[config.mk]
export PLATFORM = sky130hd
export DESIGN_NAME = keypad_matrix_scan_debounce_unit
export DESIGN_NICKNAME = d
export VERILOG_FILES = /design/src/sv/kmsd_pkg.sv /design/src/sv/kmsd_cnt.sv /design/src/sv/keypad_matrix_scan_debounce_unit.sv
export SDC_FILE = /design/constraint.sdc
export NUM_CORES = 1
export LEC_CHECK = 0
export BUFFER_PORTS_ARGS = -buffer_cell sky130_fd_sc_hd__clkbuf_2
export CORE_UTILIZATION = 50
export DETAILED_ROUTE_END_ITERATION = 12
export MAX_ROUTING_LAYER = met4
export PLACE_DENSITY = 0.72
export SLEW_MARGIN = 40
export SYNTH_ARGS = -nofsm -noshare
export SYNTH_HDL_FRONTEND = slang
export SYNTH_SLANG_ARGS = --single-unit
[constraint.sdc]
create_clock -name clk_i -period 5.1 [get_ports clk_i]
set_clock_uncertainty 0.2 [all_clocks]
set_input_delay 1.02 -clock clk_i [delete_from_list [all_inputs] [get_ports clk_i]]
set_output_delay 1.02 -clock clk_i [all_outputs]
set_load 0.01 [all_outputs]
[src/sv/kmsd_pkg.sv]
// Package for the keypad matrix scan and debounce unit: constants, types and the position table.
package kmsd_pkg;

  localparam int unsigned CountWidth = 16;
  localparam int unsigned CfgWidth   = 16;

  localparam logic [CountWidth-1:0] CountMax = {CountWidth{1'b1}};

  localparam logic [4:0] NoKey      = 5'd31;
  localparam logic [2:0] LastColumn = 3'd5;

  localparam logic RegValidCount = 1'b0;
  localparam logic RegKeyEnable  = 1'b1;

  typedef struct packed {
    logic clr;
    logic inc;
  } kmsd_cnt_ctrl_t;

  function automatic logic [4:0] kmsd_position(input logic [4:0] code);
    logic [4:0] pos;
    case (code)
      5'd0:    pos = 5'd17;
      5'd1:    pos = 5'd5;
      5'd2:    pos = 5'd18;
      5'd3:    pos = 5'd14;
      5'd4:    pos = 5'd0;
      5'd5:    pos = 5'd1;
      5'd6:    pos = 5'd16;
      5'd7:    pos = 5'd12;
      5'd8:    pos = 5'd21;
      5'd9:    pos = 5'd23;
      5'd10:   pos = 5'd3;
      5'd11:   pos = 5'd4;
      5'd12:   pos = 5'd15;
      5'd13:   pos = 5'd11;
      5'd14:   pos = 5'd7;
      5'd15:   pos = 5'd22;
      5'd16:   pos = 5'd2;
      5'd17:   pos = 5'd9;
      5'd18:   pos = 5'd20;
      5'd19:   pos = 5'd10;
      5'd20:   pos = 5'd6;
      5'd21:   pos = 5'd19;
      5'd22:   pos = 5'd13;
      5'd23:   pos = 5'd8;
      5'd24:   pos = 5'd24;
      default: pos = 5'd0;
    endcase
    return pos;
  endfunction

endpackage

[src/sv/kmsd_cnt.sv]
// Saturating debounce counter with a reach-threshold strobe.
module kmsd_cnt (
  input  logic                          clk_i,
  input  logic                          rst_ni,
  input  kmsd_pkg::kmsd_cnt_ctrl_t      ctrl_i,
  input  logic [kmsd_pkg::CfgWidth-1:0] valid_count_i,
  output logic                          hit_o
);
  import kmsd_pkg::*;

  logic [CountWidth-1:0] cnt_q, cnt_d, cnt_inc;
  logic                  can_inc;

  assign can_inc = (cnt_q != CountMax);
  assign cnt_inc = cnt_q + CountWidth'(1);
  assign hit_o   = ctrl_i.inc && can_inc && (CfgWidth'(cnt_inc) == valid_count_i);

  always_comb begin
    cnt_d = cnt_q;
    if (ctrl_i.clr) begin
      cnt_d = '0;
    end else if (ctrl_i.inc && can_inc) begin
      cnt_d = cnt_inc;
    end
  end

  always_ff @(posedge clk_i or negedge rst_ni) begin
    if (!rst_ni) begin
      cnt_q <= '0;
    end else begin
      cnt_q <= cnt_d;
    end
  end

endmodule

[src/sv/keypad_matrix_scan_debounce_unit.sv]
// Top level of the keypad matrix scan and debounce unit.
//
//  channel   direction  handshake              payload
//  s_axis    in         tvalid/tready          tdata: column, row_lines, power_line
//  m_axis    out        tvalid/tready          tdata: key_code; tuser: key_valid, power_event
//  cfg       in         cfg_valid/cfg_ready    cfg_index, cfg_data
//
// One sample per cycle while the output is not stalled; a sample is held in the input
// register, then goes through the debounce logic, whose result lands in the output register.
// Reset is asynchronous, active low, and clears all debounce state and config to defaults.
// A stalled output holds; the input register then accepts a sample only while it is empty.
// The config port is always ready.
module keypad_matrix_scan_debounce_unit (
  input  logic        clk_i,
  input  logic        rst_ni,
  input  logic        s_axis_tvalid,
  output logic        s_axis_tready,
  input  logic [7:0]  s_axis_tdata,   // [2:0] column, [6:3] row_lines, [7] power_line
  output logic        m_axis_tvalid,
  input  logic        m_axis_tready,
  output logic [7:0]  m_axis_tdata,   // [4:0] key_code
  output logic [1:0]  m_axis_tuser,   // [0] key_valid, [1] power_event
  input  logic        cfg_valid_i,
  output logic        cfg_ready_o,
  input  logic        cfg_index_i,
  input  logic [15:0] cfg_data_i
);
  import kmsd_pkg::*;

  logic [CfgWidth-1:0] valid_count_q;
  logic                key_enable_q;

  logic       in_valid_q, in_valid_d;
  logic [2:0] col_q;
  logic [3:0] rows_q;
  logic       pwr_q;
  logic       s_acc, proc;

  logic [4:0] latched_q, latched_d, cand_q, cand_d, latch_eff, code_new;
  logic       seen_q, seen_d;
  logic       row_hit;
  logic [1:0] row_idx;
  logic       col_ok, frame_end;

  kmsd_cnt_ctrl_t key_ctrl, pwr_ctrl;
  logic           key_cnt_hit, pwr_cnt_hit, key_hit, pwr_hit;

  logic       out_valid_q, out_valid_d;
  logic [4:0] out_code_q;
  logic       out_kv_q, out_pe_q;

  // config
  assign cfg_ready_o = 1'b1;

  always_ff @(posedge clk_i or negedge rst_ni) begin
    if (!rst_ni) begin
      valid_count_q <= CfgWidth'(2);
      key_enable_q  <= 1'b1;
    end else if (cfg_valid_i) begin
      unique case (cfg_index_i)
        RegValidCount: valid_count_q <= cfg_data_i;
        RegKeyEnable:  key_enable_q  <= cfg_data_i[0];
        default: ;
      endcase
    end
  end

  // input register
  assign proc          = in_valid_q && (!out_valid_q || m_axis_tready);
  assign s_axis_tready = !in_valid_q || proc;
  assign s_acc         = s_axis_tvalid && s_axis_tready;

  always_comb begin
    in_valid_d = in_valid_q;
    if (s_acc) begin
      in_valid_d = 1'b1;
    end else if (proc) begin
      in_valid_d = 1'b0;
    end
  end

  always_ff @(posedge clk_i or negedge rst_ni) begin
    if (!rst_ni) begin
      in_valid_q <= 1'b0;
    end else begin
      in_valid_q <= in_valid_d;
    end
  end

  always_ff @(posedge clk_i) begin
    if (s_acc) begin
      col_q  <= s_axis_tdata[2:0];
      rows_q <= s_axis_tdata[6:3];
      pwr_q  <= s_axis_tdata[7];
    end
  end

  // row decode and latch
  always_comb begin
    row_hit = 1'b1;
    row_idx = 2'd0;
    unique case (rows_q)
      4'hE:    row_idx = 2'd0;
      4'hD:    row_idx = 2'd1;
      4'hB:    row_idx = 2'd2;
      4'h7:    row_idx = 2'd3;
      default: row_hit = 1'b0;
    endcase
  end

  assign code_new  = {1'b0, row_idx, 2'b00} + {2'b00, row_idx, 1'b0} + {2'b00, col_q};
  assign latch_eff = row_hit ? code_new : latched_q;
  assign col_ok    = (col_q <= LastColumn);
  assign frame_end = proc && (col_q == LastColumn);

  always_comb begin
    latched_d    = latched_q;
    cand_d       = cand_q;
    seen_d       = seen_q;
    key_ctrl     = '0;
    pwr_ctrl     = '0;
    if (proc && col_ok) begin
      latched_d = latch_eff;
    end
    if (frame_end) begin
      latched_d = NoKey;
      if (latch_eff == NoKey) begin
        cand_d       = NoKey;
        key_ctrl.clr = 1'b1;
      end else if (latch_eff == cand_q) begin
        key_ctrl.inc = 1'b1;
      end else begin
        cand_d       = latch_eff;
        key_ctrl.clr = 1'b1;
      end
      if (!pwr_q) begin
        if (seen_q) begin
          pwr_ctrl.inc = 1'b1;
        end else begin
          seen_d       = 1'b1;
          pwr_ctrl.clr = 1'b1;
        end
      end else begin
        seen_d       = 1'b0;
        pwr_ctrl.clr = 1'b1;
      end
    end
  end

  always_ff @(posedge clk_i or negedge rst_ni) begin
    if (!rst_ni) begin
      latched_q <= NoKey;
      cand_q    <= NoKey;
      seen_q    <= 1'b0;
    end else begin
      latched_q <= latched_d;
      cand_q    <= cand_d;
      seen_q    <= seen_d;
    end
  end

  kmsd_cnt u_key_cnt (
    .clk_i         (clk_i),
    .rst_ni        (rst_ni),
    .ctrl_i        (key_ctrl),
    .valid_count_i (valid_count_q),
    .hit_o         (key_cnt_hit)
  );

  kmsd_cnt u_pwr_cnt (
    .clk_i         (clk_i),
    .rst_ni        (rst_ni),
    .ctrl_i        (pwr_ctrl),
    .valid_count_i (valid_count_q),
    .hit_o         (pwr_cnt_hit)
  );

  assign key_hit = key_cnt_hit && key_enable_q;
  assign pwr_hit = pwr_cnt_hit;

  // output register
  always_comb begin
    out_valid_d = out_valid_q;
    if (proc) begin
      out_valid_d = key_hit || pwr_hit;
    end else if (m_axis_tready) begin
      out_valid_d = 1'b0;
    end
  end

  always_ff @(posedge clk_i or negedge rst_ni) begin
    if (!rst_ni) begin
      out_valid_q <= 1'b0;
    end else begin
      out_valid_q <= out_valid_d;
    end
  end

  always_ff @(posedge clk_i) begin
    if (proc && (key_hit || pwr_hit)) begin
      out_code_q <= key_hit ? kmsd_position(latch_eff) : 5'd0;
      out_kv_q   <= key_hit;
      out_pe_q   <= pwr_hit;
    end
  end

  assign m_axis_tvalid = out_valid_q;
  assign m_axis_tdata  = {3'b000, out_code_q};
  assign m_axis_tuser  = {out_pe_q, out_kv_q};

endmodule

==> results_dict.tcl <==
set metrics [dict create \
    grt_max_degree 63 \
    die_area_sq_um 11230 \
    syn_area_sq_um 5406 \
    drc 0 \
    yosysWarnings 0 \
    finalWirelength_mm 12.63 \
    grt_pass1_wl_mm 21.15 \
    vias_per_cell 6.062 \
    yosysMostFrequentCell "nand2_1" \
    cts-htree-levels 3 \
    synth_top_flop_cell "dfrtp_1" \
    setup_ws_ns 0.4122 \
    rsz0062_at_grt "false" \
    grt_pass1_vias 4248 \
    vdd_drop_max_mv 0.1639 \
    max_slew_margin_pct 50.06 \
    hp-class "reg -> reg" \
    fp.coreArea_sq_um 10420 \
    power.density_nw_per_um2 365.4 \
    drv_slew 0 \
    ys_types 77 \
    post_cts_resized 0 \
    cp-start-kind "register" \
    synth_top_cell_area_share_pct 23.14 \
    grtUsageTotal_pct 24.62 \
    syn_avg_cell_area_sq_um 9.354 \
    path_clk_slew_ns 0.08 \
    grt-ovfl-total 0 \
    status "completed" \
    die-height_um 106.0 \
    reg2reg_slack_ns 0.41 \
    ant_nets 0 \
    post-place-ws_ns 0.4508 \
    dp_hpwl_mm 9.391 \
    cts.sinks 77 \
    cts_made_buffers 9 \
    min_period_ns 4.688 \
    cts_setup_buffers 0 \
    ys_ff_latch 77 \
    final-hold-violation-count 0 \
    p_total_mw 2.129 \
    clockBufferDepth 2 \
    worstPathRequired_ns 4.90 \
    synthTopCellsByCount "nand2_1 (56), dfrtp_1 (50), o21ai_0 (37), nor2_1 (32)" \
    vias 4492 \
    syn_to_final_growth_pct 7.776 \
    wire_per_inst_um 17.05 \
    final_nets 643 \
    ys_top_cells_by_area "dfrtp_1 (23%), edfxtp_1 (8.3%), dfstp_2 (5.8%)" \
    rows 37 \
    synthArstFlopShare_pct 80.52 \
    drt_iter0_drc 323 \
    fmax_mhz 213.3 \
    cts_tree "yes" \
    io-pin-count 43 \
    finalSetupViolCount 0 \
    worstPathMaxFanout 12 \
    die_w_um 106.0 \
    final.setup.tns_ns 0 \
    synth-edff-count 15 \
    first_pass_iters 4 \
    root_buffer "clkbuf_8" \
    gp_congestion 0.8460 \
    antenna_cells 0 \
    p_leak_nw 2.343 \
    period_share_pct 91.92 \
    io_buffers 38 \
    worst_pin_slew_ns 0.7490 \
    yosys.area.top_type "dfrtp_1" \
    drive_above_1_share_pct 19.83 \
    clk_latency_ns 0.37 \
    worstPathArrival_ns 4.49 \
    end_kind "register" \
    grt_antenna_before_repair 0 \
    cap_violations 0 \
    cts_hold_buf 0 \
    crit_type "reg -> reg" \
    synth_cells 578 \
    ys_seq_area_share_pct 37.31 \
    initial_utilization_pct 51.90 \
]
-- per-stage QoR --
| step | instances | utilization, % | hold slack [ns] | instance area (sq um) |
|---|---|---|---|---|
| 3_5_place_dp | 725 | 54.05 | 0.2794 | 5630 |
| 6_report | 741 | 55.94 | 0.2837 | 5827 |
| 4_1_cts | 741 | 55.90 | 0.2945 | 5823 |
| 5_1_grt | 741 | 55.94 | 0.3280 | 5827 |
| 2_1_floorplan | 580 | - | 0.2314 | 5414 |
| 3_3_place_gp | 725 | 54.02 | 0.2602 | 5627 |
-- worst max-delay path, stage by stage (launching register included) --
cell and delay (ns):
edfxtp_1 0.57, nand2b_2 0.17, a21oi_1 0.28, fa_1 0.47, ha_1 0.22, fa_1 0.46
mux2_2 0.29, o221ai_2 0.17, a21oi_1 0.17, and3_4 0.25, a311oi_4 0.35, nand3_4 0.20
o21bai_1 0.54
-- where the power goes --
group / switching, mW / internal (mW) / leakage (nW) / total [mW]
sequential: 0.167 / 0.750 / 0.941 / 0.917
combinational: 0.441 / 0.323 / 1.31 / 0.764
clock: 0.241 / 0.207 / 0.0877 / 0.448
-- path summary, 6_finish.rpt --
| kind | startpoint | to | depth (start not counted) |
|---|---|---|---|
| worst max-delay path | rows_q[1] | out_code_q[3] | 12 |
| worst min-delay path | pwr_q | seen_q | 1 |
| worst max register to register | rows_q[1] | out_code_q[3] | 12 |
| worst min register to register | pwr_q | seen_q | 1 |
| max in group asynchronous | rst_ni | cand_q[3] | 2 |
| min in group asynchronous | rst_ni | u_pwr_cnt.cnt_q[3] | 2 |
-- cells in the final DEF (no fill, tap or decap), types with 5 or more instances in the layout --
cell type   n
o211ai_1    7
clkbuf_2   38
xnor2_1    31
nor4_1      6
nor2_1     32
inv_1       7
nand4_1     8
nor3_1     19
xor2_1     16
and3_1     11
o21ai_0    37
clkbuf_8    9
a31oi_1    11
and2_1     16
a21oi_1    21
dfstp_2    12
o2111ai_1  15
nand2_1    56
nor2b_1     5
and4_1      5
nand3b_1    7
nand3_1    31
o31ai_1     5
edfxtp_1   15
a21o_1      5
dfrtp_1    50
nand2b_1   10
buf_4      10
ha_1       11
mux2_2     17
-- logic make-up (layout without fill, tap and decap cells) --
kind of cell / count (synthesis) / count (layout) / synth area share (%)
AOI/OAI and AO/OA: 131 / 131 / 17.29
muxes: 26 / 26 / 5.670
and+or+nand+nor: 234 / 234 / 23.74
xor gates and xnor gates: 47 / 47 / 7.614
other: 2 / 4 / 0.1389
adders and majority gates: 14 / 14 / 3.495
buffers and inverters: 47 / 72 / 4.744
DFF: 77 / 77 / 37.31
-- sequential cells by signal, indices dropped and copies added, names as in the netlist, 3 cells and up --
| name | count |
|---|---|
| cand_q | 5 |
| u_pwr_cnt.cnt_q | 16 |
| rows_q | 4 |
| col_q | 3 |
| out_code_q | 5 |
| latched_q | 5 |
| valid_count_q | 16 |
| u_key_cnt.cnt_q | 16 |
-- layer usage --
| layer | GRT usage, % | wire (um) | up-vias |
|---|---|---|---|
| met5 | - | 0 | - |
| met1 | 33.03 | 5872 | 2183 |
| met4 | 8.433 | 214 | 0 |
| met2 | 38.14 | 5919 | 122 |
| met3 | 3.863 | 628 | 22 |
| li1 | - | - | 2165 |
-- area by class of cell --
cell class | instances | area [sq um]
fill | 914 | 4589
multi-input combinational | 456 | 3144
sequential | 77 | 2017
timing repair buffer | 49 | 276.5
tap | 136 | 170.2
clock buffer | 10 | 148.9
clock inverter | 6 | 43.79
inverter | 7 | 26.28
Power figures use the tool's default switching activity.
